<file path="config.mk">
export PLATFORM = sky130hd
export DESIGN_NAME = checked_block_deframer_top
export DESIGN_NICKNAME = d
export VERILOG_FILES = /design/src/hdl/cbd_pkg.sv /design/src/hdl/cbd_apb_regs.sv /design/src/hdl/cbd_core.sv /design/src/hdl/cbd_out_queue.sv /design/src/hdl/checked_block_deframer_top.sv
export VERILOG_INCLUDE_DIRS = /design/src /design/src/hdl
export SDC_FILE = /design/constraint.sdc
export NUM_CORES = 1
export LEC_CHECK = 0
export BUFFER_PORTS_ARGS = -buffer_cell sky130_fd_sc_hd__buf_2
export CORE_ASPECT_RATIO = 1.25
export CORE_UTILIZATION = 45
export DETAILED_ROUTE_END_ITERATION = 10
export MAX_ROUTING_LAYER = met4
export PLACE_DENSITY_LB_ADDON = 0.25
export SLEW_MARGIN = 20
export SYNTH_ARGS = -nofsm -noshare
export SYNTH_HDL_FRONTEND = slang
export SYNTH_SLANG_ARGS = --single-unit
export TNS_END_PERCENT = 10
</file>
<file path="constraint.sdc">
create_clock -name aclk -period 7.05 [get_ports aclk]
set_clock_uncertainty 0.1 [all_clocks]
set_input_delay 0.705 -clock aclk [delete_from_list [all_inputs] [get_ports aclk]]
set_output_delay 0.705 -clock aclk [all_outputs]
set_load 0.02 [all_outputs]
</file>
<file path="src/hdl/checked_block_deframer_top_assert.svh">
// Assertion macros shared by the checked block deframer RTL.
// Included by the top level; depends on nothing else.
`ifndef CHECKED_BLOCK_DEFRAMER_TOP_ASSERT_SVH
`define CHECKED_BLOCK_DEFRAMER_TOP_ASSERT_SVH

// Condition a implies condition b in the same cycle.
`define CBD_ASSERT_IMPLIES(label, clk, rst_n, a, b, msg) \
    label: assert property (@(posedge clk) disable iff (!(rst_n)) (a) |-> (b)) \
        else $error(msg);

// Condition a implies condition b in the next cycle.
`define CBD_ASSERT_NEXT(label, clk, rst_n, a, b, msg) \
    label: assert property (@(posedge clk) disable iff (!(rst_n)) (a) |=> (b)) \
        else $error(msg);

`endif

</file>
<file path="src/hdl/cbd_pkg.sv">
// Package for the checked block deframer: result type, status codes, constants.
// Used by every module of the block; depends on nothing.
`default_nettype none

package cbd_pkg;

    // Width of the block length register.
    localparam int unsigned CFG_W = 11;
    // Block length after reset.
    localparam logic [CFG_W-1:0] BLOCK_LEN_RESET = 11'd1000;
    // Shortest block: the header plus one word.
    localparam int unsigned MIN_BLOCK_BYTES = 6;
    // Header bytes: checksum word and length word.
    localparam int unsigned HEADER_BYTES = 4;
    // Payload length field of the length word, and the final block flag bit.
    localparam int unsigned LEN_FIELD_W = 12;
    localparam int unsigned FINAL_FLAG_BIT = 15;

    // Register byte addresses.
    localparam logic [2:0] ADDR_BLOCK_LENGTH = 3'd0;

    // Block status codes.
    typedef enum logic [1:0] {
        STATUS_OK       = 2'd0,
        STATUS_BAD_LEN  = 2'd1,
        STATUS_MISMATCH = 2'd2,
        STATUS_PARTIAL  = 2'd3
    } status_t;

    // Run state of the deframer.
    typedef enum logic [2:0] {
        MODE_ACTIVE   = 3'b001,
        MODE_FINISHED = 3'b010,
        MODE_FAILED   = 3'b100
    } mode_t;

    // One result item.
    typedef struct packed {
        logic       payload_valid;
        logic [7:0] payload_byte;
        logic       block_done;
        status_t    block_status;
        logic       final_block;
    } result_t;

    // Status of the core seen by the top level.
    typedef struct packed {
        logic active;
        logic result_valid;
    } core_status_t;

endpackage

`default_nettype wire

</file>
<file path="src/hdl/cbd_apb_regs.sv">
// APB register file of the checked block deframer: the block length register.
// Depends on cbd_pkg.
`default_nettype none

module cbd_apb_regs (
    input  wire logic                      aclk,
    input  wire logic                      aresetn,
    input  wire logic                      psel,
    input  wire logic                      penable,
    input  wire logic                      pwrite,
    input  wire logic [2:0]                paddr,
    input  wire logic [31:0]               pwdata,
    output logic      [31:0]               prdata,
    output logic                           pready,
    output logic      [cbd_pkg::CFG_W-1:0] block_length
);

    logic [cbd_pkg::CFG_W-1:0] block_length_reg;
    logic                      sel_length;
    logic                      wr_en;

    assign pready     = 1'b1;
    assign sel_length = (paddr[2] == cbd_pkg::ADDR_BLOCK_LENGTH[2]);
    assign wr_en      = psel && penable && pwrite && pready;

    // Write in the access cycle; addresses 0 to 3 alias, 4 to 7 are ignored.
    always_ff @(posedge aclk) begin
        if (!aresetn) begin
            block_length_reg <= cbd_pkg::BLOCK_LEN_RESET;
        end else if (wr_en && sel_length) begin
            block_length_reg <= pwdata[cbd_pkg::CFG_W-1:0];
        end
    end

    // Read data.
    always_comb begin
        prdata = 32'd0;
        if (sel_length) begin
            prdata = {{(32-cbd_pkg::CFG_W){1'b0}}, block_length_reg};
        end
    end

    assign block_length = block_length_reg;

endmodule

`default_nettype wire

</file>
<file path="src/hdl/cbd_core.sv">
// Per-byte deframing logic: header capture, running checksum, block close.
// Depends on cbd_pkg.
`default_nettype none

module cbd_core #(
    parameter int unsigned MAX_BLOCK_BYTES = 1024
) (
    input  wire logic                      aclk,
    input  wire logic                      aresetn,
    input  wire logic                      accept,
    input  wire logic [7:0]                data_byte,
    input  wire logic                      end_of_input,
    input  wire logic [cbd_pkg::CFG_W-1:0] block_length,
    output cbd_pkg::result_t               result,
    output cbd_pkg::core_status_t          status
);

    localparam int unsigned LEN_W = $clog2(MAX_BLOCK_BYTES + 1);
    localparam int unsigned POS_W = $clog2(MAX_BLOCK_BYTES);
    localparam int unsigned CMP_W = (LEN_W > cbd_pkg::CFG_W) ? LEN_W : cbd_pkg::CFG_W;
    localparam int unsigned WIDE_W =
        (CMP_W > cbd_pkg::LEN_FIELD_W) ? CMP_W : cbd_pkg::LEN_FIELD_W;

    localparam logic [CMP_W-1:0]  MIN_LEN  = CMP_W'(cbd_pkg::MIN_BLOCK_BYTES);
    localparam logic [CMP_W-1:0]  MAX_LEN  = CMP_W'(MAX_BLOCK_BYTES);
    localparam logic [CMP_W-1:0]  HDR_LEN  = CMP_W'(cbd_pkg::HEADER_BYTES);
    localparam logic [POS_W-1:0]  HDR_POS  = POS_W'(cbd_pkg::HEADER_BYTES);

    logic [POS_W-1:0]  byte_position_reg, byte_position_next;
    logic [15:0]       stored_checksum_reg, stored_checksum_next;
    logic [15:0]       length_and_flags_reg, length_and_flags_next;
    logic [15:0]       running_sum_reg, running_sum_next;
    logic [7:0]        pending_low_byte_reg, pending_low_byte_next;
    cbd_pkg::mode_t    run_mode_reg, run_mode_next;

    logic [CMP_W-1:0]  len_clamped;
    logic [CMP_W-1:0]  len_eff;
    logic [CMP_W-1:0]  pos_ext;
    logic [WIDE_W-1:0] plen;
    logic [WIDE_W-1:0] room;
    logic [WIDE_W-1:0] pay_offset;
    logic              bad_len;
    logic              pay;
    logic              closing;
    logic              final_flag;
    logic              active;
    cbd_pkg::status_t  close_status;

    // Effective block length: clamped to the legal range and made even.
    always_comb begin
        len_clamped = CMP_W'(block_length);
        if (len_clamped < MIN_LEN) begin
            len_clamped = MIN_LEN;
        end else if (len_clamped > MAX_LEN) begin
            len_clamped = MAX_LEN;
        end
        len_eff = {len_clamped[CMP_W-1:1], 1'b0};
    end

    assign active  = (run_mode_reg == cbd_pkg::MODE_ACTIVE);
    assign pos_ext = CMP_W'(byte_position_reg);

    // Header capture and the running sum of little-endian words from byte 2.
    always_comb begin
        stored_checksum_next  = stored_checksum_reg;
        length_and_flags_next = length_and_flags_reg;
        running_sum_next      = running_sum_reg;
        pending_low_byte_next = pending_low_byte_reg;
        priority if (byte_position_reg == POS_W'(0)) begin
            stored_checksum_next  = {8'd0, data_byte};
            length_and_flags_next = 16'd0;
            running_sum_next      = 16'd0;
        end else if (byte_position_reg == POS_W'(1)) begin
            stored_checksum_next[15:8] = data_byte;
        end else if (byte_position_reg == POS_W'(2)) begin
            length_and_flags_next = {8'd0, data_byte};
        end else if (byte_position_reg == POS_W'(3)) begin
            length_and_flags_next[15:8] = data_byte;
        end else begin
            length_and_flags_next = length_and_flags_reg;
        end
        if (byte_position_reg >= POS_W'(2)) begin
            if (!byte_position_reg[0]) begin
                pending_low_byte_next = data_byte;
            end else begin
                running_sum_next = running_sum_reg + {data_byte, pending_low_byte_reg};
            end
        end
    end

    // Length check, payload window and block close.
    always_comb begin
        plen       = WIDE_W'(length_and_flags_next[cbd_pkg::LEN_FIELD_W-1:0]);
        room       = WIDE_W'(len_eff - HDR_LEN);
        pay_offset = WIDE_W'(byte_position_reg - HDR_POS);
        bad_len    = plen > room;
        pay        = (byte_position_reg >= HDR_POS) && !bad_len && (pay_offset < plen);
        closing    = pos_ext >= (len_eff - CMP_W'(1));
        final_flag = length_and_flags_next[cbd_pkg::FINAL_FLAG_BIT];
        if (bad_len) begin
            close_status = cbd_pkg::STATUS_BAD_LEN;
        end else if (running_sum_next != stored_checksum_next) begin
            close_status = cbd_pkg::STATUS_MISMATCH;
        end else begin
            close_status = cbd_pkg::STATUS_OK;
        end
    end

    // Result of the accepted byte.
    always_comb begin
        result.payload_valid = pay;
        result.payload_byte  = pay ? data_byte : 8'd0;
        result.block_done    = closing || end_of_input;
        result.block_status  = closing ? close_status :
                               (end_of_input ? cbd_pkg::STATUS_PARTIAL : cbd_pkg::STATUS_OK);
        result.final_block   = (closing || end_of_input) ? final_flag : 1'b0;
        status.active        = active;
        status.result_valid  = accept && active && (pay || closing || end_of_input);
    end

    // Position and run state after the byte.
    always_comb begin
        byte_position_next = byte_position_reg + POS_W'(1);
        run_mode_next      = run_mode_reg;
        if (closing) begin
            byte_position_next = POS_W'(0);
            if (close_status != cbd_pkg::STATUS_OK) begin
                run_mode_next = cbd_pkg::MODE_FAILED;
            end else if (final_flag || end_of_input) begin
                run_mode_next = cbd_pkg::MODE_FINISHED;
            end
        end else if (end_of_input) begin
            byte_position_next = POS_W'(0);
            run_mode_next      = cbd_pkg::MODE_FAILED;
        end
    end

    // State registers; bytes are ignored once the run has stopped.
    always_ff @(posedge aclk) begin
        if (!aresetn) begin
            byte_position_reg    <= '0;
            stored_checksum_reg  <= '0;
            length_and_flags_reg <= '0;
            running_sum_reg      <= '0;
            pending_low_byte_reg <= '0;
            run_mode_reg         <= cbd_pkg::MODE_ACTIVE;
        end else if (accept && active) begin
            byte_position_reg    <= byte_position_next;
            stored_checksum_reg  <= stored_checksum_next;
            length_and_flags_reg <= length_and_flags_next;
            running_sum_reg      <= running_sum_next;
            pending_low_byte_reg <= pending_low_byte_next;
            run_mode_reg         <= run_mode_next;
        end
    end

endmodule

`default_nettype wire

</file>
<file path="src/hdl/cbd_out_queue.sv">
// Two-entry result queue that decouples the input side from a stalled receiver.
// Depends on cbd_pkg.
`default_nettype none

module cbd_out_queue (
    input  wire logic             aclk,
    input  wire logic             aresetn,
    input  wire logic             push,
    input  wire cbd_pkg::result_t push_data,
    output logic                  can_push,
    output logic                  out_valid,
    input  wire logic             out_ready,
    output cbd_pkg::result_t      out_data
);

    cbd_pkg::result_t entries_reg [2];
    logic [1:0]       count_reg, count_next;
    logic             wr_ptr_reg;
    logic             rd_ptr_reg;
    logic             pop;

    assign can_push  = (count_reg != 2'd2);
    assign out_valid = (count_reg != 2'd0);
    assign out_data  = entries_reg[rd_ptr_reg];
    assign pop       = out_valid && out_ready;

    // Occupancy after this cycle's push and pop.
    always_comb begin
        count_next = count_reg;
        if (push && !pop) begin
            count_next = count_reg + 2'd1;
        end else if (pop && !push) begin
            count_next = count_reg - 2'd1;
        end
    end

    // Pointers and occupancy.
    always_ff @(posedge aclk) begin
        if (!aresetn) begin
            count_reg  <= 2'd0;
            wr_ptr_reg <= 1'b0;
            rd_ptr_reg <= 1'b0;
        end else begin
            count_reg <= count_next;
            if (push) begin
                wr_ptr_reg <= !wr_ptr_reg;
            end
            if (pop) begin
                rd_ptr_reg <= !rd_ptr_reg;
            end
        end
    end

    // Entry storage.
    always_ff @(posedge aclk) begin
        if (push) begin
            entries_reg[wr_ptr_reg] <= push_data;
        end
    end

endmodule

`default_nettype wire

</file>
<file path="src/hdl/checked_block_deframer_top.sv">
// Top level of the checked block deframer: stream ports, APB port, assertions.
// Depends on cbd_pkg, cbd_apb_regs, cbd_core, cbd_out_queue and the assert header.
//
// Usage:
//   Input stream s_*: one deciphered byte per word in s_tdata[7:0]; s_tlast
//   marks the last byte of the whole image. Output stream m_*: at most one
//   word per input byte. m_tuser is high when m_tdata[7:0] carries a payload
//   byte; m_tlast is high when the word closes a block or the input, and then
//   m_tdata[9:8] holds the block status and m_tdata[10] the final block flag.
//   APB: register block_length at byte address 0; write it only while idle.
//   An accepted byte's result word is registered in the result queue.
//   Throughput: one byte per cycle while the queue has room, set by the
//   single pass from the accepted byte through the checksum add and length compare.
//   Reset clears the block position, header words and sum, restores a block
//   length of 1000 and empties the result queue. When the receiver stalls,
//   the two-entry result queue keeps taking bytes until both entries hold
//   results; s_tready then drops until a word is taken. After the final block,
//   an error, or the end of the input, bytes are taken and dropped until reset.
`default_nettype none
`include "checked_block_deframer_top_assert.svh"

module checked_block_deframer_top #(
    parameter int unsigned MAX_BLOCK_BYTES = 1024
) (
    input  wire logic        aclk,
    input  wire logic        aresetn,
    // Input stream
    input  wire logic        s_tvalid,
    output logic             s_tready,
    input  wire logic [7:0]  s_tdata,   // [7:0] data_byte
    input  wire logic        s_tlast,   // end_of_input
    // Output stream
    output logic             m_tvalid,
    input  wire logic        m_tready,
    output logic      [15:0] m_tdata,   // [7:0] payload_byte, [9:8] block_status,
                                        // [10] final_block, [15:11] zero
    output logic             m_tuser,   // [0] payload_valid
    output logic             m_tlast,   // block_done
    // APB configuration port
    input  wire logic        psel,
    input  wire logic        penable,
    input  wire logic        pwrite,
    input  wire logic [2:0]  paddr,
    input  wire logic [31:0] pwdata,
    output logic      [31:0] prdata,
    output logic             pready
);

    logic [cbd_pkg::CFG_W-1:0] block_length;
    logic                      s_accept;
    logic                      can_push;
    cbd_pkg::result_t          core_result;
    cbd_pkg::core_status_t     core_status;
    cbd_pkg::result_t          out_result;

    assign s_tready = can_push;
    assign s_accept = s_tvalid && s_tready;

    cbd_apb_regs u_regs (
        .aclk         (aclk),
        .aresetn      (aresetn),
        .psel         (psel),
        .penable      (penable),
        .pwrite       (pwrite),
        .paddr        (paddr),
        .pwdata       (pwdata),
        .prdata       (prdata),
        .pready       (pready),
        .block_length (block_length)
    );

    cbd_core #(
        .MAX_BLOCK_BYTES (MAX_BLOCK_BYTES)
    ) u_core (
        .aclk         (aclk),
        .aresetn      (aresetn),
        .accept       (s_accept),
        .data_byte    (s_tdata),
        .end_of_input (s_tlast),
        .block_length (block_length),
        .result       (core_result),
        .status       (core_status)
    );

    cbd_out_queue u_queue (
        .aclk      (aclk),
        .aresetn   (aresetn),
        .push      (core_status.result_valid),
        .push_data (core_result),
        .can_push  (can_push),
        .out_valid (m_tvalid),
        .out_ready (m_tready),
        .out_data  (out_result)
    );

    // Output packing.
    assign m_tdata = {5'd0, out_result.final_block, out_result.block_status,
                      out_result.payload_byte};
    assign m_tuser = out_result.payload_valid;
    assign m_tlast = out_result.block_done;

    // A failed close stops the run.
    `CBD_ASSERT_NEXT(a_fail_stops, aclk, aresetn,
        core_status.result_valid && core_result.block_done &&
        (core_result.block_status != cbd_pkg::STATUS_OK),
        !core_status.active, "block error did not stop the deframer")

    // Status and flag are only carried by a word that closes a block.
    `CBD_ASSERT_IMPLIES(a_status_on_close, aclk, aresetn,
        m_tvalid && !m_tlast, (m_tdata[9:8] == 2'd0) && !m_tdata[10],
        "status or final flag on a word that closes no block")

    // A word without a payload byte carries a zero byte.
    `CBD_ASSERT_IMPLIES(a_zero_byte, aclk, aresetn,
        m_tvalid && !m_tuser, m_tdata[7:0] == 8'd0,
        "nonzero byte on a word without payload")

endmodule

`default_nettype wire

</file>
; Word level (Yosys, flattened, before mapping)
; Memory sizes are Yosys's and may differ from the RTL's. A register that Yosys moved wholly into a read port is not among the register bits.
; Cells that the tools add are included.
[op_classes]
eq_ne = 7
reduce_logical = 27
add_sub_neg = 7
bitwise = 2
order_cmp = 7
mux = 31
[op_table]
columns = cell, n
row1 = 16-bit 2-to-1 mux, 6
row2 = 8-bit 2-to-1 mux, 5
row3 = 11-bit 2-to-1 mux, 3
row4 = "10-bit by 2-bit == test with 1-bit output, second input constant", 2
row5 = 10-bit 2-to-1 mux, 2
row6 = 16-bit adder, 1
row7 = 16-bit inequality test, 1
row8 = 12-bit greater-than comparator, 1
row9 = 12-bit less-than comparator, 1
row10 = 2-bit 2-to-1 mux, 6
row11 = 3-bit 2-to-1 mux, 4
row12 = "11-bit by 3-bit subtractor with 12-bit output, second input constant", 1
row13 = 10-bit by 11-bit >= comparator with 1-bit output, 1
row14 = "11-bit greater-than comparator, second input constant", 1
row15 = 1-bit logical AND, 11
row16 = "11-bit by 3-bit less-than comparator with 1-bit output, second input constant", 1
row17 = "10-bit by 3-bit subtractor with 11-bit output, second input constant", 1
row18 = "11-bit by 1-bit subtractor with 11-bit output, second input constant", 1
row19 = "10-bit by 1-bit adder with 10-bit output, second input constant", 1
row20 = "10-bit by 1-bit == test with 1-bit output, second input constant", 1
row21 = "10-bit by 2-bit >= comparator with 1-bit output, second input constant", 1
row22 = "10-bit by 3-bit >= comparator with 1-bit output, second input constant", 1
row23 = 10-bit logical NOT, 1
row24 = 2-bit nonzero test, 4
row25 = 10 further kinds, 23
[word_totals]
output_inout_bits = 53
wordCells = 92
mem_bits_rw = 26
reg_bits = 81
memories = 1
inputBits = 51
[memory_table]
columns = memory, depth, width, rd, rd_clocked_by_memory_dff, write_ports, line_no
row1 = u_queue.entries_reg, 2, 13, 1, 1, 1, cbd_out_queue.sv:16  ; cbd_pkg::result_t entries_reg [2];

; Logic depth before layout (Yosys ltp)
[logic_depth]
ltp_word = 16
depth_mapped = 23
mapped_depth_nobuf = 21

; Modules after synthesis
; Synthesis repeated with hierarchy kept, for this count alone.
[unflattened]
cells_unflattened = 950
hier_area_um2 = 8021.4
[by_module_without_submodules]
columns = module, seq_area_each_um2, cells_per_inst, area_per_inst_um2, instances
row1 = cbd_core, 1321.3, 797, 6089.6, 1
row2 = cbd_out_queue, 880.8, 62, 1152.4, 1
row3 = cbd_apb_regs, 220.2, 84, 732.0, 1
row4 = checked_block_deframer_top, 0.0, 7, 47.5, 1

; Least setup slack after synthesis
; OpenSTA, ideal clock, no wires.
[synth_timing]
path_type = register to register
from = reg u_regs.block_length_reg, in the netlist u_regs.block_length[5]
to = reg u_queue.count_reg[1]
path_slack_ns = 2.409
required_time_ns = 6.880
path_stages_with_launch = 19
setup_ns = 0.070
t_arrival_ns = 4.470
period_less_slack_ns = 4.641
path_buffers = 2
path_cell_list = dfxtp_1 -> clkbuf_1 -> nor3_1 -> nand3_1 -> o41ai_1 -> nand2_1 -> or2_2 -> o221ai_1 -> ha_1 -> a21oi_1 -> nor2b_1 -> o32ai_1 -> nor2b_1 -> clkbuf_1 -> o21ai_0 -> and2_1 -> ha_1 -> or3_1 -> a21oi_1
[synth_via]
elab_chain_len = 14
elab_cells_between_ends = 19
cone_classes = add/sub (2) / order compare (4) / mux (3) / reduce/logical (10)
[synth_rtl]
columns = item, line_no
row1 = "start, declared", cbd_apb_regs.sv:18  ; logic [cbd_pkg::CFG_W-1:0] block_length_reg;
row2 = "start signal, assigned", cbd_apb_regs.sv:29  ; block_length_reg <= cbd_pkg::BLOCK_LEN_RESET;
row3 = "start signal, assigned", cbd_apb_regs.sv:31  ; block_length_reg <= pwdata[cbd_pkg::CFG_W-1:0];
row4 = 11-bit greater-than comparator, cbd_core.sv:54  ; end else if (len_clamped > MAX_LEN) begin
row5 = 11-bit 2-to-1 mux, cbd_core.sv:54
row6 = 11-bit 2-to-1 mux (*), cbd_core.sv:52  ; if (len_clamped < MIN_LEN) begin
row7 = 11-bit by 3-bit subtractor with 12-bit output, cbd_core.sv:94  ; room = WIDE_W'(len_eff - HDR_LEN);
row8 = 12-bit greater-than comparator, cbd_core.sv:96  ; bad_len = plen > room;
row9 = 1-bit logical NOT, cbd_core.sv:97  ; pay = (byte_position_reg >= HDR_POS) && !bad_len && (pay_offset < plen);
row10 = 1-bit logical AND (2 in a row), cbd_core.sv:97
row11 = 1-bit logical OR (*) (2 in a row), cbd_core.sv:118  ; status.result_valid = accept && active && (pay || closing || end_of_input);
row12 = 1-bit logical AND (*), cbd_core.sv:118
row13 = net u_queue.push, cbd_out_queue.sv:8  ; input wire logic push,
row14 = 1-bit logical NOT, cbd_out_queue.sv:32  ; end else if (pop && !push) begin
row15 = 1-bit logical AND, cbd_out_queue.sv:32
row16 = 2-bit nonzero test (no source line), --
row17 = "end signal, assigned", cbd_out_queue.sv:44  ; count_reg <= count_next;
row18 = "end, declared", cbd_out_queue.sv:17  ; logic [1:0] count_reg, count_next;
; The timed path passes the listed nets; every way through them passes the cells marked *.
; A chain may end at the register's enable or synchronous reset.

; Worst setup path in the final report
[layout_timing]
from = reg u_regs.block_length_reg, in the netlist u_regs.block_length[7]
to = reg u_queue.count_reg[1]
; The elaborated chain is that of the path after synthesis.

==> results.md <==
| Metric | This run |
|---|---|
| Run status | finished clean |
| Wire length reported by the detailed router | 18,500 µm |
| Register bit count reported by yosys | 108 |
| Number of enable-type register cells in the synthesized netlist | 26 |
| Final Hold Fails | 0 |
| Clock tree from TritonCTS | yes |
| Syn avg cell area | 8.29 µm² |
| Total power divided by cell area | 227 nW/µm² |
| Worst-Margin Slew | 1.00 ns |
| Part of the Yosys area used for sequential elements | 32.3% |
| Clock Latency Late Sink | 0.37 ns |
| Layout cell share with drive strength beyond 1 | 12.4% |
| Antenna violations before repair | 0 |
| Sum of negative setup slack | 0 ns |
| Cells after Synth | 904 |
| Initial DRC Count | 420 |
| Setup repair after global routing missed its margin | false |
| Share of the core filled with cells in the final layout | 49.9% |
| Proportion of power drawn by the clock network | 30.3% |
| Max FO, Critical Path | 9 |
| Met3 usage in global routing | 3.48% |
| Sum of overflow across all layers after global routing | 0 |
| Met1 routing resource usage after global routing | 27.0% |
| Cell area after synthesis | 7500 µm² |
| Area growth, synth to finish | 8.36% |
| Combined global-route utilization of all metal layers | 22.5% |
| Total core area | 16,300 µm² |
| Critical Path Source Type | register |
| First-pass GRT wire length | 29,900 µm |
| Number of buffers inserted to repair setup after CTS | 0 |
| Share of the clock period used by the worst path after layout | 77.1% |
| Flip-flop count of the largest register after layout | 26 |
| Share of flip-flops with an asynchronous set or reset | 0% |
| Pin count of the biggest net entering global routing | 60 |
| Average wire per standard cell | 16.1 µm |
| Register share of total power | 39.6% |
| Required time of the worst setup path | 7.25 ns |
| Critical path start-end classification | reg2reg |
| Die Wd | 117 µm |
| Global routing's busiest layer | met2 |
| Power spent charging and discharging nets | 0.679 mW |
| ANT cells | 0 |
| Starting utilization of the core area | 46.1% |
| Htree depth | 3 |
| Cell-internal power | 1.17 mW |
| Clock tree sinks | 108 |
| Hold slack final | 0.351 ns |
| Cell leakage power | 3.34 nW |
| Min-Delay Path Depth | 2 |
| Endpoint arrival time on the critical path | 5.63 ns |
| Endpoints failing setup | 0 |
| Vias | 6,376 |
| Global-route track usage on met2 | 38.2% |
| Max Freq | 0.184 GHz |
| First-pass iteration count of the detailed router | 5 |
| Worst hold path type | reg2reg |
| Part of the total power dissipated in combinational logic | 30.1% |
| CTS Buf Count | 9 |
| Post-layout worst setup margin | 1.62 ns |
| DRC | 0 |
| Clock Path Buffers | 2 |
| Number of buffers inserted by port buffering | 53 |
| Post-CTS Hold Fix Bufs | 0 |
| Number of max-slew violations in the final report | 0 |
| Core Rows | 52 |
| Critical Path Sink Type | register |
| Clock-pin transition on the worst setup and hold timing paths | 0.08 ns |
| Post-detailed-route via-to-cell ratio | 5.54 |
| Worst-case reg-to-reg path depth | 20 |
| Via count of the first global-routing pass | 5,816 |
| Final #Nets | 1,038 |
| Tightest slew margin relative to the limit | 32.1% |
| Gp weighted congestion | 0.871 |
| Final worst path period need | 5.43 ns |
| Die Span Y | 146 µm |
| Switching power share of the total | 36.8% |
| Number of top-level pins | 104 |
| Total of max-cap violations | 0 |
| Post-DP HPWL | 13,300 µm |
| Final antenna-violating net count | 0 |
| Floorplan die area | 17,200 µm² |
| Final cell area excluding filler cells | 8120 µm² |
| Root Buffer | sky130_fd_sc_hd__clkbuf_16 |
| Primary FF master, synth | sky130_fd_sc_hd__dfxtp_1 |
| DP Worst Slack | 1.67 ns |
| Synth unique cells | 81 |
| Worst ir drop on vdd | 0.135 mV |
| Instance area after placement | 7790 µm² |
| # resized after CTS | 0 |
| Syn. warnings | 0 |
## worst max-delay path, stage by stage (launching register included)
cell and delay, ns:
sky130_fd_sc_hd__dfxtp_1 0.50, sky130_fd_sc_hd__nor2_1 0.16, sky130_fd_sc_hd__nand3_1 0.15, sky130_fd_sc_hd__a21oi_1 0.14, sky130_fd_sc_hd__inv_1 0.16, sky130_fd_sc_hd__ha_1 0.27, sky130_fd_sc_hd__nand2_1 0.14, sky130_fd_sc_hd__or2_2 0.32
sky130_fd_sc_hd__or2_2 0.30, sky130_fd_sc_hd__o221ai_1 0.29, sky130_fd_sc_hd__ha_1 0.31, sky130_fd_sc_hd__a21oi_1 0.15, sky130_fd_sc_hd__nor2b_1 0.06, sky130_fd_sc_hd__o32ai_1 0.70, sky130_fd_sc_hd__nor2b_1 0.21, sky130_fd_sc_hd__buf_4 0.17
sky130_fd_sc_hd__o21ai_0 0.20, sky130_fd_sc_hd__and2_1 0.23, sky130_fd_sc_hd__ha_1 0.30, sky130_fd_sc_hd__or3_1 0.35, sky130_fd_sc_hd__a21oi_1 0.14
## routing by layer
layer  vias to the layer above  part of all wire (%)
met5                         -                     0
met4                         0                   2.3
met3                        32                   4.2
met2                       165                    50
met1                      2983                    44
li1                       3196                     -
## power groups by stage
| stage | Combinational [mW] | Sequential (mW) | Clock [mW] |
|---|---|---|---|
| 2_1_floorplan | 0.435 | 0.725 | 0 |
| 3_3_place_gp | 0.550 | 0.744 | 0 |
| 3_5_place_dp | 0.555 | 0.746 | 0 |
| 4_1_cts | 0.557 | 0.731 | 0.568 |
| 5_1_grt | 0.607 | 0.739 | 0.595 |
| 6_report | 0.556 | 0.731 | 0.559 |
## layout by cell type, fill, tap and decap left out, types with 26 or more instances in the layout
cell type                  count
sky130_fd_sc_hd__nand2_1     120
sky130_fd_sc_hd__edfxtp_1     26
sky130_fd_sc_hd__dfxtp_1      82
sky130_fd_sc_hd__a21oi_1      74
sky130_fd_sc_hd__buf_2        53
sky130_fd_sc_hd__nor2_1       96
sky130_fd_sc_hd__inv_1        32
sky130_fd_sc_hd__conb_1       28
sky130_fd_sc_hd__ha_1         56
sky130_fd_sc_hd__xnor2_1      27
## synthesized netlist by cell type, types with 5 or more instances
cell	number	area share, %
sky130_fd_sc_hd__a22oi_1	24	2.4
sky130_fd_sc_hd__clkbuf_1	34	1.7
sky130_fd_sc_hd__o31ai_1	6	0.60
sky130_fd_sc_hd__inv_1	33	1.7
sky130_fd_sc_hd__a211oi_1	7	0.70
sky130_fd_sc_hd__o211ai_1	5	0.50
sky130_fd_sc_hd__or2_2	10	0.83
sky130_fd_sc_hd__nor2b_1	19	1.6
sky130_fd_sc_hd__o21a_1	6	0.60
sky130_fd_sc_hd__a21oi_1	74	4.9
sky130_fd_sc_hd__mux2i_1	20	2.7
sky130_fd_sc_hd__a32oi_1	8	0.93
sky130_fd_sc_hd__nand3_1	22	1.5
sky130_fd_sc_hd__a21o_1	10	1.0
sky130_fd_sc_hd__buf_4	29	2.9
sky130_fd_sc_hd__and3_1	7	0.58
sky130_fd_sc_hd__xor2_1	22	2.6
sky130_fd_sc_hd__nor2_1	96	4.8
sky130_fd_sc_hd__xnor2_1	27	3.2
sky130_fd_sc_hd__nor3_1	14	0.93
sky130_fd_sc_hd__mux2_2	13	2.0
sky130_fd_sc_hd__and2_1	13	1.1
sky130_fd_sc_hd__edfxtp_1	26	10
sky130_fd_sc_hd__dfxtp_1	82	22
sky130_fd_sc_hd__ha_1	56	9.3
sky130_fd_sc_hd__nand2_1	120	6.0
sky130_fd_sc_hd__nand2b_1	6	0.50
sky130_fd_sc_hd__o21ai_0	22	1.5
sky130_fd_sc_hd__nand4_1	10	0.83
## kinds of logic (layout without fill, tap and decap cells)
family,Yosys count,count (layout),share of synthesized area [%]
xor+xnor,52,52,6.56
fa+ha+maj,57,57,9.61
simple gates,340,340,21.4
other cells,2,28,0.100
compound gates,208,208,18.6
flops,108,108,32.3
buf+inv,104,109,6.81
mux,33,33,4.62
## worst paths after layout
| path | from | endpoint | slack [ns] |
|---|---|---|---|
| setup / recovery | u_regs.block_length[7] | u_queue.count_reg[1] | 1.62 |
| hold / removal | u_core.run_mode_reg[2] | u_core.run_mode_reg[2] | 0.35 |
| setup reg to reg | u_regs.block_length[7] | u_queue.count_reg[1] | 1.62 |
| hold reg to reg | u_core.run_mode_reg[2] | u_core.run_mode_reg[2] | 0.35 |
## stage by stage
stage                     instances  total power, mW
after CTS                      1151             1.86
after global placement         1135             1.29
after floorplan                 930             1.16
final                          1151             1.85
after detailed placement       1135             1.30
after global routing           1151             1.94
## cell type report
class / instances / area (µm²)
Fill cell: 1607 / 8140
Clock buffer: 9 / 225
Multi-Input combinational cell: 718 / 4660
Tap cell: 216 / 270
Timing Repair Buffer: 60 / 318
Sequential cell: 108 / 2420
Inverter: 33 / 124
Clock inverter: 7 / 103
Power figures use the tool's default switching activity.
